**src/sv/bbrb_fifo.sv**
```systemverilog
// Small register queue that carries output jobs from front to back.
`default_nettype none
module bbrb_fifo #(
  parameter int WIDTH = 21
) (
  input  wire logic             clk,
  input  wire logic             rst,
  input  wire logic             push,
  input  wire logic [WIDTH-1:0] push_data,
  input  wire logic             pop,
  output logic                  not_empty,
  output logic      [WIDTH-1:0] pop_data
);

  logic [WIDTH-1:0] slot [2];
  logic             wr_ptr;
  logic             rd_ptr;
  logic [1:0]       count;

  assign not_empty = (count != 2'd0);
  assign pop_data  = slot[rd_ptr];

  always_ff @(posedge clk) begin
    if (push) begin
      slot[wr_ptr] <= push_data;
    end
    if (rst) begin
      wr_ptr <= 1'b0;
      rd_ptr <= 1'b0;
      count  <= 2'd0;
    end else begin
      if (push) wr_ptr <= ~wr_ptr;
      if (pop) rd_ptr <= ~rd_ptr;
      if (push && !pop) count <= count + 2'd1;
      else if (pop && !push) count <= count - 2'd1;
    end
  end

endmodule
`default_nettype wire

```
**config.mk**
```make
export PLATFORM = sky130hd
export DESIGN_NAME = bbrb_fifo
export DESIGN_NICKNAME = d
export VERILOG_FILES = /design/src/sv/bbrb_fifo.sv
export SDC_FILE = /design/constraint.sdc
export NUM_CORES = 1
export LEC_CHECK = 0
export ABC_AREA = 1
export ABC_CLOCK_PERIOD_IN_PS = 1540
export BUFFER_PORTS_ARGS = -buffer_cell sky130_fd_sc_hd__buf_2
export CAP_MARGIN = 20
export CORE_AREA = 2 2 76 78
export CTS_BUF_LIST = sky130_fd_sc_hd__clkbuf_8
export DETAILED_ROUTE_END_ITERATION = 8
export DIE_AREA = 0 0 78 80
export PLACE_DENSITY = 0.61
export SLEW_MARGIN = 40
export SYNTH_ARGS = -nofsm -noshare
export SYNTH_HDL_FRONTEND = slang
export SYNTH_SLANG_ARGS = --single-unit
```
**constraint.sdc**
```tcl
create_clock -name clk -period 1.54 [get_ports clk]
set_input_delay 0.077 -clock clk [delete_from_list [all_inputs] [get_ports clk]]
set_output_delay 0.077 -clock clk [all_outputs]
set_load 0.01 [all_outputs]
```
==> results of run 1 <==
[cell usage after synthesis]
| master | n | area [um^2] |
|---|---|---|
| xnor2_1 | 1 | 8.76 |
| mux2_2 | 1 | 11.3 |
| nand2_1 | 6 | 22.5 |
| nand3_1 | 1 | 5.00 |
| edfxtp_1 | 42 | 1260 |
| buf_6 | 2 | 22.5 |
| nor2_1 | 5 | 18.8 |
| a21oi_1 | 1 | 5.00 |
| nand4_1 | 1 | 6.26 |
| dfxtp_1 | 5 | 100 |
| inv_1 | 9 | 33.8 |
| ha_1 | 1 | 12.5 |
| mux2_4 | 20 | 300 |
| o21ai_0 | 1 | 5.00 |
| nor3_1 | 1 | 5.00 |
[final cells by class]
| cell class | count | area share |
|---|---|---|
| Tap cell | 72 | 0.0361 |
| Sequential cell | 47 | 0.545 |
| Inverter | 9 | 0.0135 |
| Clock buffer | 5 | 0.0275 |
| Clock inverter | 3 | 0.0165 |
| Multi-Input combinational cell | 39 | 0.161 |
| Timing Repair Buffer | 73 | 0.200 |
[cell families after synthesis]
kind of cell | after synthesis
and+or+nand+nor | 14
DFF | 47
adders and majority gates | 1
buffers and inverters | 11
xor gates and xnor gates | 1
muxes | 21
AOI/OAI and AO/OA | 2
[per-stage QoR]
| step | worst slack (ns) | area (um^2) | power (W) | instances | hold WS, ns |
|---|---|---|---|---|---|
| floorplan | 0.254 | 1820 | 0.00174 | 97 | 0.149 |
| global placement | 0.433 | 2170 | 0.00186 | 218 | 0.263 |
| detailed placement | 0.425 | 2170 | 0.00188 | 218 | 0.269 |
| CTS | 0.0957 | 2500 | 0.00278 | 248 | 0.0530 |
| global route | 0.0457 | 2500 | 0.00288 | 248 | 0.0726 |
| finish | 0.127 | 2500 | 0.00273 | 248 | 0.0621 |
[worst max-delay path: cells and delay by family, from the launching register on]
family	cells	cell delay [ns]
muxes	1	0.35
buffers and inverters	2	0.34
DFF	1	0.36
[path summary, 6_finish.rpt]
| check | to | cells after the start | slack, ns | start |
|---|---|---|---|---|
| hold reg to reg | register | 2 | 0.52 | rd_ptr |
| hold / removal | register | 3 | 0.06 | pop |
| setup reg to reg | slot[1][1] | 3 | 0.52 | wr_ptr |
| setup / recovery | pop_data[14] | 3 | 0.13 | register |
[registers in the layout (all words and copies together), names as in the netlist, named ones only]
| name | cells |
|---|---|
| rd_ptr | 1 |
| wr_ptr | 1 |
| count | 2 |
| slot | 42 |
[what timing repair did]
action	in CTS	in global routing
setup endpoints to repair	0	0
hold buffers	22	0
hold endpoints to repair	45	0
gates resized for setup	0	0
[per-layer routing]
layer  track usage  share of wire  vias up
met2         0.178           0.55       26
met3        0.0452          0.053        2
met1         0.107           0.39      471
met4        0.0316         0.0045        0
met5             0              0        -
li1              -              -      510
[where the power goes]
group	total, W	internal [W]	switching, W
sequential	0.00149	0.00147	0.0000202
clock	0.000851	0.000477	0.000373
combinational	0.000396	0.000222	0.000174
==> results_dict.tcl, run 1 <==
set metrics [dict create \
    outcome "completed" \
    max_freq_mhz 708 \
    syn_to_final_growth_pct 37.4 \
    fillers 483 \
    worst_slew_pin_slew_ns 0.199 \
    ant_nets 0 \
    final_cell_mix "46 x buf_2, 42 x edfxtp_1, 22 x dlygate4sd3_1" \
    critPathMaxFanout 21 \
    cp_cell_sequence "buf_12 > mux2_2 > buf_2" \
    crit_required_ns 1.46 \
    num-nets-final 201 \
    fin_util 0.462 \
    core_area_mm2 0.00541 \
    fin_crit_sh 0.918 \
    seq_area_frac_synth 0.749 \
    cp_slowest_stage_delay_ns 0.36 \
    track_usage 0.100 \
    dp_hpwl_um 2070 \
    synthCells 97 \
    dr.pass1.iters 4 \
    synth_compound_area_frac 0.00551 \
    viasPerCell 4.07 \
    cts_tree "done" \
    cpMaxStageDelayCell "dfxtp_1" \
    die_w_um 78 \
    synth_cell_type_count 15 \
    die-area_mm2 0.00624 \
    drive_above_1_share 0.455 \
    clock-sinks 47 \
    ir_drop_v 0.000691 \
    max_slew_margin 0.867 \
    powerDensity_mw_per_mm2 1090 \
    crit_type "reg -> out" \
    rsz0062_at_grt "no" \
    drv_cap 0 \
    grt_remaining_overflow 0 \
    grt_max_degree 22 \
    period_needed_ns 1.41 \
    die_h_um 80 \
    drt_iter0_drc 68 \
    synth_nets 123 \
    num_antenna_cells 0 \
    drc 0 \
    ys_seq_elements 47 \
    arrival_ns 1.34 \
    io_buffer_count 46 \
    syn_area_mm2 0.00182 \
    wl_per_cell_um 11.8 \
    antenna_found_initial 0 \
    cts-root-buf "clkbuf_8" \
    h-tree-depth 2 \
    io_pins 47 \
    hp-class "in -> reg" \
    synth_top_family_by_area "multiplexers" \
    setup_violations 0 \
    core.rowCount 27 \
    tns_ns 0 \
    clk_latency_ns 0.29 \
    cts_setup_buffers 0 \
    grt_pass1_wl_um 4660 \
    start_kind "register" \
    p_leak_nw 1.04 \
    hold_viol 0 \
    finalWeightedCongestion 0.632 \
    vias 1009 \
    layout_commonest_cell "buf_2" \
    initial_utilization 0.336 \
    wl_um 2920 \
    synthMuxAreaShare 0.171 \
    syn_avg_cell_area_um2 18.7 \
    cts_buffers 5 \
    end_kind "primary output" \
    synth-adder-area-share 0.00688 \
    ff_latch_area_mm2 0.00136 \
    multi_input_area_um2 403 \
    cts_buffer_depth 2 \
    slew_viol_final 0 \
    clk_pin_slew_ns 0.08 \
    synth-simple-area-share 0.0317 \
    grt_pass1_vias 1029 \
    finClkSkew_ns 0.00627 \
    ys_warn_count 0 \
    synth-xor-area-share 0.00482 \
]
No activity file was read; power rests on OpenSTA's default activity.
==> inputs of run 2 (changes only) <==
Settings changed: RECOVER_POWER set to 100.
==> results_dict.tcl, run 2 (synthesis results as in run 1) <==
set metrics [dict create \
    outcome "completed" \
    clk_pin_slew_ns 0.08 \
    dr.pass1.iters 4 \
    wl_per_cell_um 12.0 \
    drive_above_1_share 0.244 \
    final_cell_mix "42 x edfxtp_1, 28 x buf_2, 22 x dlygate4sd3_1" \
    crit_required_ns 1.46 \
    max_slew_margin 0.683 \
    ant_nets 0 \
    drt_iter0_drc 56 \
    p_leak_nw 0.919 \
    cts_buffer_depth 2 \
    hp-class "in -> reg" \
    h-tree-depth 2 \
    cts_tree "done" \
    pwr-share-clk 0.318 \
    slew_viol_final 0 \
    crit_type "reg -> out" \
    core.rowCount 27 \
    tns_ns 0 \
    ir_drop_v 0.000680 \
    power_w 0.00268 \
    layout_commonest_cell "edfxtp_1" \
    rsz0062_at_grt "no" \
    num_antenna_cells 0 \
    track_usage 0.100 \
    core_area_mm2 0.00541 \
    die_h_um 80 \
    final_area_mm2 0.00240 \
    grt_remaining_overflow 0 \
    drv_cap 0 \
    vias 1016 \
    fin_crit_sh 0.916 \
    max_freq_mhz 709 \
    grt_pass1_vias 1029 \
    io_pins 47 \
    top_register "slot" \
    largest_register_ffs 42 \
    io_buffer_count 46 \
    finClkSkew_ns 0.00647 \
    num-nets-final 201 \
    end_kind "primary output" \
    power_switching_share 0.210 \
    critPathMaxFanout 21 \
    syn_to_final_growth_pct 32.1 \
    hold_viol 0 \
    cts-root-buf "clkbuf_8" \
    placed_area_mm2 0.00217 \
    reg_top3 "slot x42, count x2" \
    grt_max_degree 22 \
    grt_pass1_wl_um 4660 \
    powerDensity_mw_per_mm2 1110 \
    viasPerCell 4.10 \
    dp_hpwl_um 2070 \
    wl_um 2970 \
    die-area_mm2 0.00624 \
    netSwitchingPower_w 0.000563 \
    die_w_um 78 \
    fillers 507 \
    clock-sinks 47 \
    p_int_w 0.00211 \
    worst_slew_pin_slew_ns 0.475 \
    cts-resized-gates 0 \
    clk_latency_ns 0.29 \
    combPwrFrac 0.127 \
    seq_power_share 0.555 \
    cts_buffers 5 \
    period_needed_ns 1.41 \
    finalWeightedCongestion 0.632 \
    start_kind "register" \
    drc 0 \
    antenna_found_initial 0 \
    whs_ns 0.0619 \
    initial_utilization 0.336 \
    setup_violations 0 \
    arrival_ns 1.33 \
]
run 2: stage by stage:
stage	utilization	instances	worst slack [ns]
5_1_grt	0.444	248	0.0447
3_5_place_dp	0.401	218	0.425
3_3_place_gp	0.401	218	0.433
4_1_cts	0.462	248	0.0957
6_report	0.444	248	0.129
2_1_floorplan	-	97	0.254
run 2: area by class of cell:
class                   count  area, um^2  area share
well taps                  72        90.1      0.0375
multi-input cells          39         340       0.142
inverters                   9        33.8      0.0141
repair buffers             73         465       0.194
clock buffers               5        68.8      0.0287
clock inverters             3        41.3      0.0172
flip-flops and latches     47        1360       0.567
run 2: power groups by stage:
stage                     Combinational, W  Sequential (W)  Clock [W]
after global routing              0.000375         0.00149   0.000951
after detailed placement          0.000360         0.00152          0
final                             0.000341         0.00149   0.000852
after floorplan                   0.000223         0.00151          0
after global placement            0.000348         0.00151          0
after CTS                         0.000404         0.00149   0.000886
run 2: metal layers:
layer  track usage  part of all wire  vias up
met1         0.107              0.40      475
met2         0.178              0.53       27
met4        0.0316            0.0087        0
met5             0                 0        -
li1              -                 -      509
met3        0.0452             0.055        5
run 2: critical path: stages (launching register included):
cell	delay, ns
dfxtp_1	0.36
buf_12	0.18
mux2_1	0.35
buf_2	0.15
run 2: repair_timing:
action,CTS,global route
hold buffers,22,0
hold endpoints to repair,45,0
setup buffers,0,0
run 2: path summary, 6_finish.rpt:
| check | startpoint | end | slack (ns) | depth (start not counted) |
|---|---|---|---|---|
| max reg2reg | wr_ptr | slot[0][7] | 0.31 | 2 |
| max | register | pop_data[9] | 0.13 | 3 |
| min | pop | register | 0.06 | 3 |
| min reg2reg | wr_ptr | wr_ptr | 0.52 | 2 |
