$ cat src/sv/bbrb_pkg.sv
// Shared types, constants and a helper function for the box blur block.
`default_nettype none
package bbrb_pkg;

  localparam int DEF_MAX_WIDTH  = 1024;
  localparam int DEF_MAX_WINDOW = 15;
  localparam int CHANNELS       = 3;
  localparam int MAX_HEIGHT     = 1024;
  localparam int ROW_W          = 10;
  localparam int CFG_W          = 11;

  localparam logic [1:0] REG_WINDOW_SIZE  = 2'd0;
  localparam logic [1:0] REG_IMAGE_WIDTH  = 2'd1;
  localparam logic [1:0] REG_IMAGE_HEIGHT = 2'd2;

  localparam logic CMD_PIXEL = 1'b0;
  localparam logic CMD_DRAIN = 1'b1;

  typedef struct packed {
    logic       command;
    logic [7:0] chan0_in;
    logic [7:0] chan1_in;
    logic [7:0] chan2_in;
  } in_word_t;

  typedef struct packed {
    logic [7:0] chan0_out;
    logic [7:0] chan1_out;
    logic [7:0] chan2_out;
    logic       frame_last;
  } out_word_t;

  typedef struct packed {
    logic [10:0] w;
    logic [10:0] h;
    logic [2:0]  rad;
    logic [7:0]  area;
    logic [15:0] thr;
  } cfg_t;

  typedef enum logic [2:0] {
    BK_IDLE,
    BK_READ,
    BK_LAST,
    BK_DIV,
    BK_OUT
  } back_state_t;

  // Reflect-101 mirroring of a padded index into 0..n-1.
  function automatic logic [11:0] mirror(input logic signed [13:0] idx_in,
                                         input logic [10:0] n);
    logic signed [13:0] idx;
    logic signed [13:0] top;
    idx = idx_in;
    top = $signed({3'b000, n}) - 14'sd1;
    if (idx < 14'sd0) idx = -idx;
    if (idx > top) idx = (top <<< 1) - idx;
    if (idx < 14'sd0) idx = 14'sd0;
    if (idx > top) idx = top;
    return idx[11:0];
  endfunction

endpackage
`default_nettype wire

$ cat src/sv/bbrb_front.sv
// Front end: accepts words, stores pixels and decides which words release an output.
`default_nettype none
module bbrb_front #(
  parameter int MAX_WIDTH  = 1024,
  parameter int MAX_WINDOW = 15
) (
  input  wire logic                  clk,
  input  wire logic                  rst,
  input  wire logic                  restart,
  input  wire bbrb_pkg::cfg_t        cfg,
  input  wire logic                  busy,
  input  wire logic                  in_valid,
  output logic                       in_stall,
  input  wire bbrb_pkg::in_word_t    in_data,
  output logic                       wr_en,
  output logic [$clog2(MAX_WINDOW+1)+$clog2(MAX_WIDTH)-1:0] wr_addr,
  output logic [23:0]                wr_data,
  output logic                       push,
  output logic [$clog2(MAX_WIDTH)+10:0] job
);
  import bbrb_pkg::*;

  localparam int CW = $clog2(MAX_WIDTH);
  localparam int SB = $clog2(MAX_WINDOW + 1);

  logic [CW-1:0]    in_col, in_col_next;
  logic [ROW_W-1:0] in_row, in_row_next;
  logic             in_done, in_done_next;
  logic [CW-1:0]    out_col, out_col_next;
  logic [ROW_W-1:0] out_row, out_row_next;
  logic [15:0]      diff, diff_next;
  logic             accept;
  logic             last;

  assign in_stall = busy;
  assign accept   = in_valid && !busy;
  assign wr_addr  = {in_row[SB-1:0], in_col};
  assign wr_data  = {in_data.chan2_in, in_data.chan1_in, in_data.chan0_in};
  assign job      = {last, out_row, out_col};

  always_comb begin
    wr_en        = 1'b0;
    push         = 1'b0;
    last         = 1'b0;
    in_col_next  = in_col;
    in_row_next  = in_row;
    in_done_next = in_done;
    out_col_next = out_col;
    out_row_next = out_row;
    diff_next    = diff;
    if (accept) begin
      if (!in_done) begin
        if (in_data.command == CMD_PIXEL) begin
          wr_en = 1'b1;
          if (14'(in_col) + 14'd1 >= 14'(cfg.w)) begin
            in_col_next = '0;
            if (11'(in_row) + 11'd1 >= cfg.h) begin
              in_row_next  = '0;
              in_done_next = 1'b1;
            end else begin
              in_row_next = in_row + 1'b1;
            end
          end else begin
            in_col_next = in_col + 1'b1;
          end
          if (in_done_next) begin
            push = 1'b1;
          end else if (diff + 16'd1 >= cfg.thr) begin
            push = 1'b1;
          end else begin
            diff_next = diff + 16'd1;
          end
        end
      end else begin
        push = 1'b1;
      end
    end
    if (push) begin
      if (14'(out_col) + 14'd1 >= 14'(cfg.w)) begin
        out_col_next = '0;
        out_row_next = out_row + 1'b1;
        if (11'(out_row) + 11'd1 >= cfg.h) last = 1'b1;
      end else begin
        out_col_next = out_col + 1'b1;
      end
    end
    if (last) begin
      in_col_next  = '0;
      in_row_next  = '0;
      in_done_next = 1'b0;
      out_col_next = '0;
      out_row_next = '0;
      diff_next    = '0;
    end
  end

  always_ff @(posedge clk) begin
    if (rst || restart) begin
      in_col  <= '0;
      in_row  <= '0;
      in_done <= 1'b0;
      out_col <= '0;
      out_row <= '0;
      diff    <= '0;
    end else begin
      in_col  <= in_col_next;
      in_row  <= in_row_next;
      in_done <= in_done_next;
      out_col <= out_col_next;
      out_row <= out_row_next;
      diff    <= diff_next;
    end
  end

endmodule
`default_nettype wire

$ cat config.mk
export PLATFORM = sky130hd
export DESIGN_NAME = bbrb_front
export DESIGN_NICKNAME = d
export VERILOG_FILES = /design/src/sv/bbrb_pkg.sv /design/src/sv/bbrb_front.sv
export SDC_FILE = /design/constraint.sdc
export NUM_CORES = 1
export LEC_CHECK = 0
export ABC_AREA = 1
export BUFFER_PORTS_ARGS = -buffer_cell sky130_fd_sc_hd__buf_2
export CAP_MARGIN = 20
export CORE_ASPECT_RATIO = 0.7
export CORE_MARGIN = 4
export CORE_UTILIZATION = 35
export CTS_CLUSTER_DIAMETER = 80
export DETAILED_ROUTE_END_ITERATION = 8
export PLACE_DENSITY = 0.63
export SYNTH_ARGS = -nofsm -noshare
export SYNTH_HDL_FRONTEND = slang
export SYNTH_SLANG_ARGS = --single-unit
$ cat constraint.sdc
create_clock -name clk -period 3.6 [get_ports clk]
set_input_delay 0.54 -clock clk [delete_from_list [all_inputs] [get_ports clk]]
set_output_delay 0.54 -clock clk [all_outputs]
set_load 0.01 [all_outputs]
==> out/metrics.yaml, run 1 <==
yosys:
  synth.cell_area_mm2: 0.00491
  syn-num-nets: 855
  ys_warn_count: 0
  syn_area_per_cell_um2: 6.90
  synth-xor-area-share_pct: 7.32
  synthAdderAreaFrac_pct: 16.6
  ys_seq_area_share_pct: 23.3
  synth_edf_count: 0
  syn-instance-count: 711
  synthSimpleGateAreaFrac_pct: 26.3
  synth_top_family_by_area: "simple AND/OR/NAND/NOR gates"
  synth_ff_type: "dfxtp_1"
  synth_compound_area_share_pct: 11.5
  synthArstFlopShare_pct: 0
  synth-seq-cells: 57
  muxShareOfSynthArea_pct: 0
  synth_cell_types: 35
worst_setup_path:
  worst-setup-path-type: "reg2out"
  cpLargestDelayFamily: "simple AND/OR/NAND/NOR gates"
  end_kind: "output pin"
  crit_path_start_kind: "register"
  rr_worst_depth: 20
  cp_num_buf_inv: 3
  crit_chain: "nand2_1, nor3_2, nand2_2, nor2_4, nand4_1, xor2_1, inv_1, ha_1, nand2_1, nor3_1, a21oi_4, nand2_4, nand2_4, nand2_8, nand2_4, inv_2, buf_6"
  cp_slowest_stage_delay_ps: 370
  r2r-start: "diff[7]"
  reg2reg_slack_ps: 290
  arrival_ps: 2920
  cp.required_ps: 3060
  critPathMaxFanout: 4
  crit_slowest_cell: "dfxtp_1"
  r2r-end: "out_row[8]"
  cpMostUsedCell: "nand2_4"
drt:
  routed_wl_mm: 12.1
  vias_per_cell: 4.63
  drc: 0
  drt_iter0_drc: 262
  routedWlPerCell_um: 12.4
  vias: 4525
  firstDrtPassIters: 5
  postRouteAntennaNets: 0
global_route:
  grt_overflow: 0
  grt_pass1_wl_mm: 19.4
  antenna_found_initial: 0
  grt_pass1_vias: 3966
  track_usage_pct: 14.8
  grt_max_degree: 27
cells_and_area:
  final_common_cell: "nand2_1"
  finalNonFillerCells: 978
  drive_above_1_share_pct: 25.0
  layout_common_cells: "nand2_1 (136), inv_1 (101), buf_2 (80)"
  antennaDiodeCount: 0
  syn2layout_area_growth_pct: 22.7
  nNetsFinal: 932
die:
  die_area_mm2: 0.0160
  rows: 35
  dieWidth_um: 150
  start_util_pct: 36.5
  num_io_pins: 141
  die_h_um: 107
  core_mm2: 0.0134
pwr:
  vdd_drop_max_v: 0.000253
  power_per_cell_area_mw_per_mm2: 267
  power.total_mw: 1.61
  leakage_nw: 3.04
cts:
  worstSkewPairLatency_ps: 330
  path_clk_slew_ps: 50
  htree_levels: 3
  cts.sinks: 57
  cts_buffers: 9
  clk_path_buf_depth: 2
  cts_tree: "done"
  cts-root-buf: "clkbuf_16"
sta:
  fin_crit_sh_pct: 96.2
  finClkSkew_ps: 10.3
  tightest_slew_ps: 541
  slew_headroom_pct: 63.8
  layout_min_cycle_time_ps: 3460
  setup_ws_ps: 136
  hold_ws_ps: 477
  slew_viol_final: 0
  finalSetupViolCount: 0
  rsz0062_at_grt: "true"
  max_clock_freq_ghz: 0.289
  hold_viol_final: 0
place:
  place_ws_ps: 206
  port_buffers: 81
  routabilityCongestion: 0.848
  dp_cells: 945
  hpwl_mm: 9.07
worst_hold_path:
  hold_class: "reg2reg"
  min_to: "in_done"
  hp-start: "in_done"
  hold_depth: 2
outcome:
  status: "complete, no violations"
run:
  drv_cap: 0
[report_power, final]
group | leakage [nW] | internal, mW | total (mW) | switching, mW
Combinational | 2.44 | 0.0477 | 0.121 | 0.0737
Clock | 0.142 | 0.552 | 0.858 | 0.306
Sequential | 0.466 | 0.628 | 0.628 | 0.000844
[area by class of cell]
cell class              instances  area [um2]
clock buffers                  11         243
clock inverters                 5        55.1
fillers                      1390        7420
inverters                     109         409
multi-input cells             499        3260
flip-flops and latches         57        1170
well taps                     185         231
repair buffers                112         657
[worst reg2reg max path, delay by kind of cell, from the launching register on]
family,cells,cell delay (ps)
adders and majority gates,1,280
buffers and inverters,4,600
DFF,1,370
xor gates and xnor gates,1,170
and+or+nand+nor,12,1610
AOI/OAI and AO/OA,2,190
[kinds of logic (layout without fill, tap and decap cells)]
group,count (synthesis),count (layout)
flops,57,57
compound gates,104,104
simple gates,289,289
buf+inv,155,237
xor+xnor,41,41
fa+ha+maj,65,65
[worst max-delay path by stage]
stage,start,end,slack (ps),cells after the start
2_1_floorplan,in_col[0],job[20],500,20
3_3_place_gp,diff[0],job[20],220,19
3_5_place_dp,in_col[1],job[20],210,21
4_1_cts,out_col[1],job[20],20,16
5_1_grt,diff[7],job[20],-80,19
6_report,diff[7],job[20],140,17
[synth_stat cells, types with 5 or more instances]
cell / count / area share [%]
nor2_1: 53 / 4.1
nand4_1: 10 / 1.3
a21oi_1: 67 / 6.8
nor3_1: 9 / 0.92
ha_1: 65 / 17
xnor2_1: 7 / 1.2
inv_1: 106 / 8.1
o21ai_0: 21 / 2.1
nand2_4: 5 / 1.1
clkbuf_1: 6 / 0.46
buf_4: 34 / 5.2
nand3_1: 50 / 5.1
nor2_2: 6 / 0.76
dfxtp_1: 57 / 23
nand2_1: 141 / 11
xor2_1: 34 / 6.1
a22oi_1: 9 / 1.4
[what timing repair did]
action                                  in CTS  in global routing
pin swaps                                    2                 32
endpoints found under the setup margin       2                  2
hold buffers                                 0                  0
gates resized for setup                     13                 55
setup buffers                                2                 15
[flip-flops by register name, indices dropped and copies added (netlist names)]
| name | count |
|---|---|
| out_col | 10 |
| out_row | 10 |
| in_done | 1 |
| in_row | 10 |
| in_col | 10 |
| diff | 16 |
[metal layers]
metal	GRT usage [%]	part of all wire, %	up-vias	routed length (um)
met5	0	0	-	0
met4	3.72	0.84	0	102
met3	3.42	5.7	8	695
met2	20.5	41	97	4930
met1	22.7	53	2000	6390
li1	-	-	2420	-
[per-stage QoR]
| stage | utilization, % | setup TNS (ps) | area (um2) |
|---|---|---|---|
| finish | 44.8 | 0 | 6020 |
| global route | 44.8 | -88.2 | 6020 |
| CTS | 42.3 | 0 | 5690 |
| detailed placement | 39.6 | 0 | 5330 |
| global placement | 39.6 | 0 | 5330 |
| floorplan | - | 0 | 4910 |
No activity file was read; power rests on OpenSTA's default activity.
==> run 2, diff against run 1 <==
--- a/config.mk
+++ b/config.mk
@@ -5,7 +5,7 @@
 export SDC_FILE = /design/constraint.sdc
 export NUM_CORES = 1
 export LEC_CHECK = 0
-export ABC_AREA = 1
+export ABC_AREA = 0
 export BUFFER_PORTS_ARGS = -buffer_cell sky130_fd_sc_hd__buf_2
 export CAP_MARGIN = 20
 export CORE_ASPECT_RATIO = 0.7
==> run 2 against run 1 <==
The run now ends with setup timing left. Area after synthesis is 0.25% higher. First-iteration DRC count is 24% higher. Synthesized cell count is 15% lower. Cell count is 8.7% lower. Setup slack worse by 140 ps. Fmax is 3.8% lower. Register-to-register slack worse by 40 ps. Via count is 2.8% higher. Die area is 0.24% higher.
==> out/metrics.yaml, run 2 <==
sta:
  tightest_slew_ps: 575  # +33.5 ps
  slew_headroom_pct: 61.6  # -2.3 points
  max_clock_freq_ghz: 0.278  # -3.8%
  tns_ps: -0.442  # -0.442 ps
  layout_min_cycle_time_ps: 3600  # +136 ps
  finalSetupViolCount: 1  # +1
  slew_viol_final: 0  # unchanged
  rsz0062_at_grt: "true"
  finClkSkew_ps: 7.78  # -2.47 ps
  setup_ws_ps: -0.442  # -136 ps
  hold_viol_final: 0  # unchanged
  fin_crit_sh_pct: 100  # +3.8 points
worst_setup_path:
  cp.required_ps: 3060  # about the same
  worst-setup-path-type: "reg2out"
  rr_worst_depth: 14  # -30%
  cpMostUsedCell: "and3_1"
  cpLargestDelayFamily: "simple AND/OR/NAND/NOR gates"
  cp_slowest_stage_delay_ps: 340  # -30 ps
  crit_chain: "ha_1, and3_1, and3_1, and3_4, and3_1, ha_4, nand4_1, nand2b_1, a22o_1, a21o_4, nor2_4, buf_6"
  reg2reg_slack_ps: 250  # -40 ps
  critPathMaxFanout: 5  # +1
  end_kind: "output pin"
  crit_path_start_kind: "register"
  crit_slowest_cell: "dfxtp_1"
  arrival_ps: 3060  # +140 ps
  r2r-start: "in_row[1]"
  cp_num_buf_inv: 1  # -2
  r2r-end: "out_row[0]"
  cp-startpoint: "in_row[1]"
die:
  die_area_mm2: 0.0160  # +0.24%
  core_mm2: 0.0134  # unchanged
  start_util_pct: 36.6  # +0.093 points
  die_h_um: 107  # +0.12%
  num_io_pins: 141  # unchanged
  rows: 35  # unchanged
  dieWidth_um: 150  # +0.12%
cells_and_area:
  layout_common_cells: "buf_2 (80), ha_1 (59), buf_4 (51)"
  drive_above_1_share_pct: 32.5  # +7.5 points
  nNetsFinal: 847  # -9.1%
  antennaDiodeCount: 0  # unchanged
  regMostFlops: "diff"
  final_area_mm2: 0.00631  # +4.9%
  largest_reg_flops: 16  # unchanged
  final_common_cell: "buf_2"
  syn2layout_area_growth_pct: 28.4
  finalNonFillerCells: 893  # -8.7%
place:
  port_buffers: 81  # unchanged
  routabilityCongestion: 0.830  # -2.2%
  hpwl_mm: 10.3  # +13%
  place_ws_ps: -316  # -522 ps
  placed_area_mm2: 0.00561  # +5.2%
  dp_cells: 868  # -8.1%
cts:
  worstSkewPairLatency_ps: 330  # about the same
  path_clk_slew_ps: 60  # about the same
  cts_tree: "done"
  htree_levels: 3  # unchanged
  clk_path_buf_depth: 2  # unchanged
  cts-root-buf: "clkbuf_16"
  cts.sinks: 57  # unchanged
  postCtsHoldBufs: 0  # unchanged
  cts_buffers: 9  # unchanged
drt:
  vias_per_cell: 5.21  # +13%
  vias: 4650  # +2.8%
  drc: 0  # unchanged
  firstDrtPassIters: 5  # unchanged
  drt_iter0_drc: 324  # +24%
  postRouteAntennaNets: 0  # unchanged
  routedWlPerCell_um: 15.1  # +22%
  routed_wl_mm: 13.5  # +12%
yosys:
  synth_edf_count: 0  # unchanged
  syn_area_per_cell_um2: 8.15  # +18%
  synth-seq-cells: 57  # unchanged
  synth.cell_area_mm2: 0.00492  # +0.25%
  synth_cell_types: 57  # +63%
  syn-instance-count: 604  # -15%
  synth_ff_type: "dfxtp_1"
  synth.area.top_cells: "dfxtp_1 (23%), ha_1 (17%), xor2_1 (6.9%)"
  ys_seq_area_share_pct: 23.2  # -0.059 points
  yosysTopAreaCell: "dfxtp_1"
  synth_common_cells: "ha_1 (65), dfxtp_1 (57), a21oi_1 (52), o21ai_0 (46), nor2_1 (44)"
  synthArstFlopShare_pct: 0  # unchanged
  yosys.cell_count.top_type: "ha_1"
  post-synth-top-area-fraction_pct: 23.2  # -0.059 points
  syn-num-nets: 748  # -13%
  ys_warn_count: 0  # unchanged
pwr:
  leakage_nw: 3.02  # -0.65%
  pwr-share-comb_pct: 7.4  # -0.2 points
  switching_share_pct: 23.2  # -0.51 points
  power_per_cell_area_mw_per_mm2: 270  # +1.2%
  power.total_mw: 1.71  # +6.2%
  vdd_drop_max_v: 0.000200  # -21%
  clock_power_share_pct: 55.6  # +2.2 points
  internal-power_mw: 1.31  # +6.9%
  p_sw_uw: 395  # +3.9%
  pwr-share-seq_pct: 37.0  # -2.1 points
worst_hold_path:
  hold_class: "reg2reg"
  hold_depth: 2  # unchanged
  hp-start: "diff[12]"
  min_to: "diff[12]"
global_route:
  grt_pass1_wl_mm: 21.9  # +13%
  antenna_found_initial: 0  # unchanged
  grt_pass1_vias: 4574  # +15%
  track_usage_pct: 16.8  # +2.0 points
  grt_overflow: 0  # unchanged
  grt_max_degree: 38  # +41%
run:
  drv_cap: 0  # unchanged
outcome:
  violations: "setup timing"
  status: "complete, but fails checks"
==> run 2: cell count changes after synthesis, moves of 8 or more <==
cell and delta:
a21oi_1 -15, and3_1 +25, inv_1 -66, nand2_1 -112
nand3_1 -29, nand3b_1 +9, nand4b_1 +8, nor2_1 -9
o21ai_0 +25
==> run 2: worst min-delay path, cell delays in order (launching register included) <==
cell,delay (ps)
dfxtp_1,310
o31ai_1,60
a21oi_1,60
==> run 2: area by class of cell <==
type                            count  area [um2]
Clock buffer                       10         239
Clock inverter                      6        90.1
Fill cell                        1325        7130
Inverter                           42         165
Multi-Input combinational cell    457        3570
Sequential cell                    57        1160
Tap cell                          185         231
Timing Repair Buffer              136         856
==> run 2: cell families (layout without fill, tap and decap cells) <==
logic type               after synthesis  count (layout)  share of synthesized area (%)
AO/OA/AOI/OAI                        146             146                           19.1
XOR/XNOR                              52              52                           9.26
adder cells (fa/ha/maj)               65              65                           16.5
buffers and inverters                 90             194                           9.99
flip-flops                            57              57                           23.2
multiplexers                           3               3                          0.610
AND/OR/NAND/NOR                      191             191                           21.3
==> run 2: metrics by stage <==
step,utilization [%],hold WS (ps)
after floorplan,-,444
after global placement,41.7,455
after detailed placement,41.7,471
after CTS,44.8,476
after global routing,47.0,505
final,47.0,488
==> run 2: what timing repair did <==
item | CTS | global route
gates resized for setup | 20 | 54
pin swaps | 29 | 19
endpoints found under the setup margin | 39 | 55
buffers inserted | 1 | 6
gates cloned | 0 | 1
==> run 2: power groups by stage <==
stage / logic (mW) / clock network [mW] / registers [mW]
after floorplan: 0.100 / 0 / 0.646
after global placement: 0.113 / 0 / 0.646
after detailed placement: 0.118 / 0 / 0.646
after CTS: 0.120 / 0.971 / 0.631
after global routing: 0.142 / 0.994 / 0.631
final: 0.126 / 0.949 / 0.632
==> run 2: how the worst max path moves through the flow <==
stage	to	slack, ps	cells after the start
after floorplan	job[20]	5	16
after global placement	in_col[9]	-180	14
after detailed placement	in_col[3]	-320	14
after CTS	job[20]	-230	12
after global routing	job[20]	-130	14
final	job[20]	-0.4	12
==> run 2: layer usage <==
| layer | GRT usage [%] | part of all wire, % | wire (um) |
|---|---|---|---|
| met1 | 22.7 | 48 | 6540 |
| met5 | 0 | 0 | 0 |
| met2 | 26.7 | 46 | 6160 |
| met4 | 4.90 | 1.3 | 174 |
| met3 | 4.14 | 4.8 | 652 |
