--- config.mk ---
export PLATFORM = sky130hd
export DESIGN_NAME = bbrb_back
export DESIGN_NICKNAME = d
export VERILOG_FILES = /design/src/sv/bbrb_pkg.sv /design/src/sv/bbrb_back.sv
export SDC_FILE = /design/constraint.sdc
export NUM_CORES = 1
export LEC_CHECK = 0
export CAP_MARGIN = 30
export CORE_ASPECT_RATIO = 1.2
export CORE_MARGIN = 2
export CORE_UTILIZATION = 65
export CTS_CLUSTER_SIZE = 28
export DETAILED_ROUTE_END_ITERATION = 16
export DONT_BUFFER_PORTS = 1
export PLACE_DENSITY = 0.85
export SETUP_SLACK_MARGIN = 0.5
export SYNTH_ARGS = -nofsm -noshare
export SYNTH_HDL_FRONTEND = slang
export SYNTH_SLANG_ARGS = --single-unit
export TNS_END_PERCENT = 100
--- constraint.sdc ---
create_clock -name clk -period 28.4 [get_ports clk]
set_input_delay 5.68 -clock clk [delete_from_list [all_inputs] [get_ports clk]]
set_output_delay 5.68 -clock clk [all_outputs]
set_load 0.02 [all_outputs]
--- src/sv/bbrb_pkg.sv ---
// Shared types, constants and a helper function for the box blur block.
`default_nettype none
package bbrb_pkg;

  localparam int DEF_MAX_WIDTH  = 1024;
  localparam int DEF_MAX_WINDOW = 15;
  localparam int CHANNELS       = 3;
  localparam int MAX_HEIGHT     = 1024;
  localparam int ROW_W          = 10;
  localparam int CFG_W          = 11;

  localparam logic [1:0] REG_WINDOW_SIZE  = 2'd0;
  localparam logic [1:0] REG_IMAGE_WIDTH  = 2'd1;
  localparam logic [1:0] REG_IMAGE_HEIGHT = 2'd2;

  localparam logic CMD_PIXEL = 1'b0;
  localparam logic CMD_DRAIN = 1'b1;

  typedef struct packed {
    logic       command;
    logic [7:0] chan0_in;
    logic [7:0] chan1_in;
    logic [7:0] chan2_in;
  } in_word_t;

  typedef struct packed {
    logic [7:0] chan0_out;
    logic [7:0] chan1_out;
    logic [7:0] chan2_out;
    logic       frame_last;
  } out_word_t;

  typedef struct packed {
    logic [10:0] w;
    logic [10:0] h;
    logic [2:0]  rad;
    logic [7:0]  area;
    logic [15:0] thr;
  } cfg_t;

  typedef enum logic [2:0] {
    BK_IDLE,
    BK_READ,
    BK_LAST,
    BK_DIV,
    BK_OUT
  } back_state_t;

  // Reflect-101 mirroring of a padded index into 0..n-1.
  function automatic logic [11:0] mirror(input logic signed [13:0] idx_in,
                                         input logic [10:0] n);
    logic signed [13:0] idx;
    logic signed [13:0] top;
    idx = idx_in;
    top = $signed({3'b000, n}) - 14'sd1;
    if (idx < 14'sd0) idx = -idx;
    if (idx > top) idx = (top <<< 1) - idx;
    if (idx < 14'sd0) idx = 14'sd0;
    if (idx > top) idx = top;
    return idx[11:0];
  endfunction

endpackage
`default_nettype wire

--- src/sv/bbrb_back.sv ---
// Back end: sums the mirrored window from the row store and divides by the area.
`default_nettype none
module bbrb_back #(
  parameter int MAX_WIDTH  = 1024,
  parameter int MAX_WINDOW = 15
) (
  input  wire logic                  clk,
  input  wire logic                  rst,
  input  wire bbrb_pkg::cfg_t        cfg,
  input  wire logic                  job_ready,
  input  wire logic [$clog2(MAX_WIDTH)+10:0] job,
  output logic                       pop,
  output logic                       busy,
  output logic                       rd_en,
  output logic [$clog2(MAX_WINDOW+1)+$clog2(MAX_WIDTH)-1:0] rd_addr,
  input  wire logic [23:0]           rd_data,
  output logic                       out_valid,
  input  wire logic                  out_stall,
  output bbrb_pkg::out_word_t        out_data
);
  import bbrb_pkg::*;

  localparam int CW = $clog2(MAX_WIDTH);
  localparam int SB = $clog2(MAX_WINDOW + 1);

  back_state_t      state, state_next;
  logic [CW-1:0]    job_col;
  logic [ROW_W-1:0] job_row;
  logic             job_last;
  logic signed [3:0] dx, dy, rad_s;
  logic             rd_valid;
  logic [15:0]      acc [CHANNELS];
  logic [15:0]      acc_sum [CHANNELS];
  logic [15:0]      rem [CHANNELS];
  logic [7:0]       quo [CHANNELS];
  logic [2:0]       step;
  logic [11:0]      row_m, col_m;
  logic             last_issue;
  logic             load_out;

  assign rad_s      = $signed({1'b0, cfg.rad});
  assign last_issue = (dx == rad_s) && (dy == rad_s);
  assign busy       = (state != BK_IDLE);
  assign row_m      = mirror($signed({4'b0000, job_row}) + 14'(dy), cfg.h);
  assign col_m      = mirror($signed(14'(job_col)) + 14'(dx), cfg.w);
  assign rd_addr    = {row_m[SB-1:0], col_m[CW-1:0]};

  always_comb begin
    for (int i = 0; i < CHANNELS; i++) begin
      acc_sum[i] = acc[i] + 16'(rd_data[8*i +: 8]);
    end
  end

  always_comb begin
    state_next = state;
    unique case (state)
      BK_IDLE: if (job_ready) state_next = BK_READ;
      BK_READ: if (last_issue) state_next = BK_LAST;
      BK_LAST: state_next = BK_DIV;
      BK_DIV:  if (step == 3'd0) state_next = BK_OUT;
      BK_OUT:  if (!out_valid || !out_stall) state_next = BK_IDLE;
      default: state_next = BK_IDLE;
    endcase
  end

  always_comb begin
    pop      = 1'b0;
    rd_en    = 1'b0;
    load_out = 1'b0;
    unique case (state)
      BK_IDLE: pop = job_ready;
      BK_READ: rd_en = 1'b1;
      BK_OUT:  load_out = !out_valid || !out_stall;
      default: ;
    endcase
  end

  always_ff @(posedge clk) begin
    if (pop) begin
      {job_last, job_row, job_col} <= job;
      dx <= -rad_s;
      dy <= -rad_s;
      for (int i = 0; i < CHANNELS; i++) acc[i] <= '0;
    end
    if (state == BK_READ) begin
      if (dx == rad_s) begin
        dx <= -rad_s;
        dy <= dy + 4'sd1;
      end else begin
        dx <= dx + 4'sd1;
      end
      if (rd_valid) begin
        for (int i = 0; i < CHANNELS; i++) acc[i] <= acc_sum[i];
      end
    end
    if (state == BK_LAST) begin
      for (int i = 0; i < CHANNELS; i++) rem[i] <= acc_sum[i];
      step <= 3'd7;
    end
    if (state == BK_DIV) begin
      for (int i = 0; i < CHANNELS; i++) begin
        if (24'(rem[i]) >= (24'(cfg.area) << step)) begin
          rem[i] <= 16'(24'(rem[i]) - (24'(cfg.area) << step));
          quo[i] <= {quo[i][6:0], 1'b1};
        end else begin
          quo[i] <= {quo[i][6:0], 1'b0};
        end
      end
      step <= step - 3'd1;
    end
    if (load_out) begin
      out_data.chan0_out  <= quo[0];
      out_data.chan1_out  <= quo[1];
      out_data.chan2_out  <= quo[2];
      out_data.frame_last <= job_last;
    end
    if (rst) begin
      state     <= BK_IDLE;
      rd_valid  <= 1'b0;
      out_valid <= 1'b0;
    end else begin
      state    <= state_next;
      rd_valid <= (state == BK_READ);
      if (load_out) out_valid <= 1'b1;
      else if (!out_stall) out_valid <= 1'b0;
    end
  end

endmodule
`default_nettype wire

==> results of run 1 <==
kinds of logic (layout without fill, tap and decap cells):
| logic type | after synthesis | after routing | share of synthesized area |
|---|---|---|---|
| flops | 182 | 182 | 0.3516 |
| mux | 39 | 39 | 0.02812 |
| other cells | 2 | 7 | 0.0004921 |
| fa+ha+maj | 183 | 183 | 0.1548 |
| xor+xnor | 141 | 141 | 0.08232 |
| buf+inv | 168 | 179 | 0.04223 |
| simple gates | 523 | 523 | 0.1699 |
| compound gates | 402 | 402 | 0.1705 |
state kept, by name, indices dropped and copies added (netlist names):
signal / count
acc: 48
rem: 48
out_data: 25
quo: 24
job_col: 10
job_row: 10
dx: 4
dy: 4
state: 3
step: 3
job_last: 1
out_valid: 1
rd_valid: 1
where the power goes:
part | internal (mW) | leakage, nW | switching, mW
Sequential | 0.331 | 1.69 | 0.0209
Clock | 0.123 | 0.305 | 0.128
Combinational | 0.455 | 4.78 | 0.640
Total | 0.910 | 6.77 | 0.790
synth_stat cells, drive strengths merged (24+ instances only):
cell type / n
a21o: 34
a21oi: 104
and3: 25
clkbuf: 24
edfxtp: 172
ha: 172
inv: 133
mux2i: 24
nand2: 114
nand3: 41
nor2: 152
nor2b: 32
nor3: 37
o21ai: 116
xnor2: 87
xor2: 53
worst reg2reg max path, delay by kind of cell (launching register included):
kind                       cells  cell delay (ps)
AOI/OAI and AO/OA             10             2840
and+or+nand+nor                2              720
DFF                            1              690
muxes                          2              520
adders and majority gates      1              420
buffers and inverters          1              410
worst paths after layout:
| kind | start | to | slack, ps |
|---|---|---|---|
| max | cfg[42] | rd_addr[5] | 9500 |
| min | quo[1][7] | out_data[16] | 430 |
| max reg2reg | step[0] | rem[0][29] | 22520 |
| min reg2reg | quo[1][7] | out_data[16] | 430 |
area by class of cell:
cell class	instances	area, um^2	share of cell area
diodes	1	2.502	0.0001535
clock buffers	17	425.4	0.02610
clock inverters	15	214.0	0.01313
inverters	134	503.0	0.03086
multi-input cells	1294	9278	0.5692
flip-flops and latches	182	5365	0.3292
well taps	315	394.1	0.02418
repair buffers	13	117.6	0.007216
metal layers:
layer | global-route usage | up-vias | routed length [um]
met2 | 0.5236 | 365 | 18030
li1 | - | 5991 | -
met3 | 0.05178 | 108 | 1975
met1 | 0.3202 | 5700 | 13960
met4 | 0.1338 | 0 | 1397
met5 | 0 | - | 0
through the flow:
step,setup WS [ps],area [um^2],utilization,cells
2_1_floorplan,10730,15270,-,1644
3_3_place_gp,9886,15630,0.6759,1937
3_5_place_dp,9706,15660,0.6771,1938
4_1_cts,9700,16300,0.7047,1970
5_1_grt,9122,16300,0.7048,1971
6_report,9501,16300,0.7048,1971
==> results by group, run 1 <==
Status
  – Outcome: completed

Synth
  – Top_reg_cell synth: edfxtp_1
  – Synth Cell Area: 0.01526 mm^2
  – Synthesized area per cell: 9.305 um^2
  – #FFs+latches synth: 182
  – Largest area contributor in the netlist: edfxtp_1
  – Async S/R FF share, synth: 0
  – Share of the synthesized area in the top cell type: 0.3385
  – Largest cells by area after synthesis: edfxtp_1 (34%), ha_1 (14%), xnor2_1 (4.9%)
  – Synth warn: 0
  – Post-Syn Instances: 1640
  – Post-synth EDFFs: 172
  – Cell variety after synth: 94
  – Post-synthesis sequential area ratio: 0.3516

Worst setup path
  – CP Class: in -> out
  – Slowest stage cell on the critical path: a222oi_1
  – R2R depth: 16
  – Data arrival, critical path: 13220 ps
  – Crit-path max cell delay: 690 ps
  – WP depth: 28
  – CP top delay family: simple AND/OR/NAND/NOR gates
  – CP required: 22720 ps
  – CP Launch Type: input pin
  – Worst setup EP type: primary output
  – CP most frequent cell: a21oi_1
  – CP Buf/Inv Count: 1
  – Critical path peak fanout: 36

Timing
  – Relative slew slack: 0.3978
  – Slew Limit Fails: 0
  – Final period util: 0.6655
  – Final Hold Fails: 0
  – Minimum clock period: 18900 ps
  – Least-Margin Pin Slew: 878.2 ps
  – Setup TNS Final: 0 ps
  – Worst Skew: 19.74 ps
  – RSZ-0062 raised after global routing: false
  – Hold WS: 432.8 ps
  – Final Setup Violations: 0
  – Fmax: 0.05291 GHz

Floorplanning
  – # rows: 61
  – Die width: 143.9 um
  – Core area: 0.02313 mm^2
  – Die height: 171.8 um
  – Die Footprint: 0.02472 mm^2
  – # IOs: 141
  – Starting Density: 0.6598

GRT
  – Initial antenna violation count: 1
  – Vias in the first global route: 11900
  – Largest net degree at the start of global routing: 78
  – Remaining Overflow, GRT: 0
  – First-pass GRT wire length: 55960 um
  – Tot GR Track Use: 0.2862

Flow run
  – Max-cap violations: 0

Pwr
  – Tot Pwr: 1.700 mW
  – Peak supply drop: 0.00006085 V
  – Leakage: 6.771 nW
  – Power Density: 104.3 mW/mm^2

Clock network
  – CTS clock-pin slew for the worst setup and hold paths: 70 ps
  – CTS Sinks: 182
  – Number of CTS-inserted buffers: 17
  – Post-CTS sizing: 0
  – CTS root buf: clkbuf_16
  – Clk Latency, worst-skew pair: 460 ps
  – CTS Buffer Depth: 2
  – Setup bufs post-CTS: 0
  – Cts hold-fix bufs: 0
  – CTS tree: yes
  – CTS HTree Levels: 4

Final layout
  – Layout cells sized above 1: 0.05861
  – Most frequent cells in the layout: ha_1 (172), edfxtp_1 (172), nor2_1 (151), inv_1 (132)
  – Nets@finish: 1922
  – Number of fillers in the final layout: 1791
  – Area Overhead vs Synth: 6.814%

Drt
  – Post-Route WL: 35360 um
  – Post-DRT Antenna Nets: 0
  – Routed vias/inst: 6.171
  – Iter 0 DRT Violations: 774
  – DR DRC count: 0
  – Via count: 12160
  – 1st-pass router iterations: 5
  – Routed len/inst: 17.94 um

Min path
  – Worst hold stages: 0
  – HP Class: reg -> reg

Placement
  – HPWL after DPL: 26210 um
  – GP Congestion: 0.9202
  – Port bufs: 0
Note: power is estimated with default switching activity, not from simulation.
==> inputs of run 2 (changes only) <==
- CORE_UTILIZATION: 65 -> 59
- PLACE_DENSITY: 0.85 -> 0.82
- clock period: 28.4 -> 15.5 ns (I/O delays scaled with it)
==> results by group, run 2 (same netlist as run 1, synthesis figures left out) <==
Status
  – Outcome: completed

Min path
  – HP Class: reg -> reg
  – Worst hold stages: 0
  – HP Start: quo[1][7]

Clock network
  – CTS Sinks: 182
  – Clk Latency, worst-skew pair: 440 ps
  – CTS clock-pin slew for the worst setup and hold paths: 70 ps
  – CTS Buffer Depth: 2
  – CTS tree: yes
  – CTS root buf: clkbuf_16
  – Setup bufs post-CTS: 0
  – CTS HTree Levels: 4
  – Number of CTS-inserted buffers: 17
  – Post-CTS sizing: 0
  – Cts hold-fix bufs: 0

Final layout
  – Finished Layout Cells: 1987
  – Layout cells sized above 1: 0.05801
  – Area Overhead vs Synth: 6.732%
  – Largest regs: acc (48), rem (48), out_data (25)
  – Nets@finish: 1922
  – Most frequent cells in the layout: ha_1 (172), edfxtp_1 (172), nor2_1 (151), inv_1 (132)

Timing
  – Fmax: 0.07483 GHz
  – Relative slew slack: 0.4148
  – Worst Skew: 18.49 ps
  – Minimum clock period: 13360 ps
  – Slew Limit Fails: 0
  – Final Setup Violations: 0
  – Least-Margin Pin Slew: 853.4 ps
  – Setup TNS Final: 0 ps
  – RSZ-0062 raised after global routing: false
  – Final Hold Fails: 0
  – Final period util: 0.8622

Worst setup path
  – Worst setup EP type: primary output
  – CP Class: in -> out
  – CP required: 12400 ps
  – R2R depth: 16
  – CP Launch Type: input pin
  – Data arrival, critical path: 10260 ps
  – Critical Path Source: cfg[42]
  – Reg2reg start: step[0]
  – Critical path peak fanout: 36

Drt
  – Routed len/inst: 17.59 um
  – DR DRC count: 0
  – Post-DRT Antenna Nets: 0
  – Via count: 12170
  – 1st-pass router iterations: 7
  – Routed vias/inst: 6.127
  – Iter 0 DRT Violations: 695
  – Post-Route WL: 34950 um

Placement
  – Port bufs: 0
  – GP Congestion: 0.9298
  – Placed cell count: 1953
  – HPWL after DPL: 26470 um

GRT
  – First-pass GRT wire length: 56700 um
  – Initial antenna violation count: 2
  – Largest net degree at the start of global routing: 92
  – Vias in the first global route: 11960
  – Remaining Overflow, GRT: 0
  – Tot GR Track Use: 0.2582

Pwr
  – Peak supply drop: 0.00009527 V
  – Power Density: 189.3 mW/mm^2
  – Leakage: 6.756 nW

Floorplanning
  – Starting Density: 0.5993
  – Die width: 150.8 um
  – Die height: 180.2 um
  – # IOs: 141
  – Core area: 0.02546 mm^2
  – # rows: 64
  – Die Footprint: 0.02717 mm^2

Flow run
  – Max-cap violations: 0
[run 2: final timing paths]
| path | endpoint | slack (ps) |
|---|---|---|
| setup / recovery | rd_addr[9] | 2140 |
| hold reg to reg | out_data[16] | 420 |
| hold / removal | out_data[16] | 420 |
| setup reg to reg | rem[0][20] | 9760 |
[run 2: where the power goes]
group          internal, mW  switching (mW)  leakage, nW  total (mW)
Sequential            0.607          0.0384         1.69       0.646
Clock                 0.219           0.220        0.290       0.439
Combinational         0.835            1.16         4.78        2.00
Total                  1.66            1.42         6.76        3.08
[run 2: metrics by stage]
step                power [mW]  utilization  hold slack (ps)  worst slack (ps)  area [um^2]
global route             3.348       0.6395            438.8              1550        16280
global placement         2.561       0.6145            403.0              2344        15650
CTS                      3.072       0.6394            423.6              2181        16280
finish                   3.084       0.6396            424.6              2136        16290
detailed placement       2.622       0.6156            404.5              2218        15680
floorplan                2.258            -            400.3              2990        15270
[run 2: cell type report]
class / count / area (um^2)
fillers: 2066 / 9178
multi-input cells: 1294 / 9278
repair buffers: 13 / 117.6
inverters: 134 / 503.0
diodes: 2 / 5.005
clock buffers: 17 / 425.4
well taps: 330 / 412.9
flip-flops and latches: 182 / 5365
clock inverters: 15 / 180.2
[run 2: per-layer routing]
metal,vias up,part of all wire,track usage
li1,5985,-,-
met1,5759,0.39,0.2904
met2,339,0.52,0.4736
met3,91,0.052,0.04329
met4,0,0.037,0.1110
met5,-,0,0
[run 2: worst max-delay path: stages]
cell,delay (ps)
nor3_1,230
nand2b_1,140
nor4_1,290
nand2_1,130
or3_1,450
ha_1,330
nand3_1,140
or2_2,340
and2_1,170
a22o_1,170
a31oi_1,130
o311ai_0,170
a222oi_1,310
buf_4,390
nor2_1,100
a21oi_1,140
ha_1,260
a21o_1,180
a21oi_1,160
nor2b_1,60
o21ai_0,150
or4b_1,450
o21a_1,400
nor4_1,260
a21oi_1,60
nand3_1,460
mux2_2,410
a222oi_1,660
==> inputs of run 3 (changes only) <==
- PLACE_DENSITY: 0.82 -> 0.78
==> results by group, run 3 (same netlist as run 1, synthesis figures left out) <==
Status
  – Outcome: completed

Final layout
  – Area occupied by multi-input gates: 0.009278 mm^2
  – Finished Layout Cells: 1985
  – Largest regs: acc (48), rem (48), out_data (25)
  – Nets@finish: 1921
  – Number of fillers in the final layout: 2114
  – Post-layout instance area: 0.01624 mm^2
  – Layout cells sized above 1: 0.05687
  – Most frequent cells in the layout: ha_1 (172), edfxtp_1 (172), nor2_1 (151), inv_1 (132)
  – Area Overhead vs Synth: 6.436%
  – FF+latch area: 0.005365 mm^2
  – Final core occ: 0.6378

Timing
  – Final period util: 0.8694
  – Final Hold Fails: 0
  – Least-Margin Pin Slew: 995.7 ps
  – Slew Limit Fails: 0
  – Fmax: 0.07421 GHz
  – Relative slew slack: 0.3274
  – Minimum clock period: 13480 ps
  – Final Setup Violations: 0
  – Setup TNS Final: 0 ps
  – RSZ-0062 raised after global routing: false
  – Worst Skew: 13.67 ps

Drt
  – Post-Route WL: 34770 um
  – Routed len/inst: 17.52 um
  – Post-DRT Antenna Nets: 0
  – 1st-pass router iterations: 6
  – Routed wl met3: 1654 um
  – WL met1: 14000 um
  – Routed vias/inst: 6.087
  – Via count: 12080
  – Metal2 WL: 17920 um
  – Highest metal used: met4
  – DR DRC count: 0
  – Iter 0 DRT Violations: 689

Clock network
  – Clk Latency, worst-skew pair: 440 ps
  – CTS root buf: clkbuf_16
  – CTS tree: yes
  – Setup bufs post-CTS: 0
  – CTS clock-pin slew for the worst setup and hold paths: 70 ps
  – Number of CTS-inserted buffers: 17
  – CTS Sinks: 182
  – CTS Buffer Depth: 2
  – Cts hold-fix bufs: 0
  – Post-CTS sizing: 0
  – CTS HTree Levels: 4

Floorplanning
  – Starting Density: 0.5993
  – # IOs: 141
  – Die Footprint: 0.02717 mm^2
  – Die width: 150.8 um
  – Die height: 180.2 um
  – # rows: 64
  – Core area: 0.02546 mm^2

Min path
  – HP Start: job_last
  – HP Class: reg -> reg

GRT
  – Remaining Overflow, GRT: 0
  – Vias in the first global route: 11850
  – Tot GR Track Use: 0.2561
  – First-pass GRT wire length: 55850 um
  – Largest net degree at the start of global routing: 68
  – Initial antenna violation count: 1

Pwr
  – Peak supply drop: 0.00009593 V
  – Leakage: 6.739 nW
  – Power Density: 188.9 mW/mm^2

Worst setup path
  – CP Launch Type: input pin
  – CP Class: in -> out
  – Critical path peak fanout: 36
  – End of the worst register-to-register path: rem[0][29]
  – Register-to-register setup slack: 9710 ps
  – Worst setup EP type: primary output
  – CP required: 12400 ps
  – CP endpoint: rd_addr[5]
  – Critical Path Source: cfg[42]
  – Data arrival, critical path: 10380 ps
  – Reg2reg start: step[1]
  – R2R depth: 17

Placement
  – Placed cell count: 1952
  – HPWL after DPL: 26370 um
  – Port bufs: 0
  – Post-Place Cell Area: 0.01567 mm^2
  – GP Congestion: 0.8981

Flow run
  – Max-cap violations: 0
[run 3: cell type report]
cell class / count / share of cell area
clock buffer: 18 / 0.02642
sequential: 182 / 0.3303
tap: 330 / 0.02542
antenna: 2 / 0.0003081
inverter: 134 / 0.03097
clock inverter: 13 / 0.008551
multi-input combinational: 1294 / 0.5712
timing repair buffer: 12 / 0.006779
[run 3: worst min path at each step]
| stage | cells past startpoint | slack (ps) | to |
|---|---|---|---|
| floorplan | 0 | 400 | out_data[0] |
| global placement | 0 | 400 | out_data[24] |
| detailed placement | 0 | 410 | out_data[0] |
| CTS | 0 | 430 | out_data[0] |
| global route | 0 | 430 | out_data[0] |
| finish | 0 | 430 | out_data[0] |
[run 3: where the power goes]
group / switching (mW) / internal, mW
registers: 0.0383 / 0.608
clock network: 0.210 / 0.214
logic: 1.17 / 0.832
[run 3: metal layers]
layer,global-route usage,up-vias
met1,0.2914,5714
met4,0.1036,0
met2,0.4631,300
li1,-,5989
met3,0.05139,80
met5,0,-
[run 3: worst max-delay path, stage by stage]
cell and delay (ps):
nor3_1 240, nand2b_1 150, nor4_1 270, nand2_1 150, or3_1 460, ha_1 330
nand3_1 150, or2_2 340, and2_1 170, a22o_1 170, a31oi_1 130, o311ai_0 150
a222oi_1 300, buf_4 390, nor2_1 90, a21oi_1 130, ha_1 250, a21o_1 180
a21oi_1 170, nor2b_1 60, o21ai_0 150, or4b_1 460, o21a_1 430, nor4_1 270
a21oi_1 70, nand3_1 500, mux2_2 400, a222oi_1 690
[run 3: per-stage QoR]
stage | hold WS (ps) | setup WS (ps) | power, mW
after CTS | 426.7 | 2069 | 3.054
after global routing | 434.2 | 1546 | 3.337
after detailed placement | 410.6 | 2064 | 2.621
after floorplan | 400.3 | 2990 | 2.258
after global placement | 403.7 | 2222 | 2.557
final | 425.5 | 2024 | 3.068
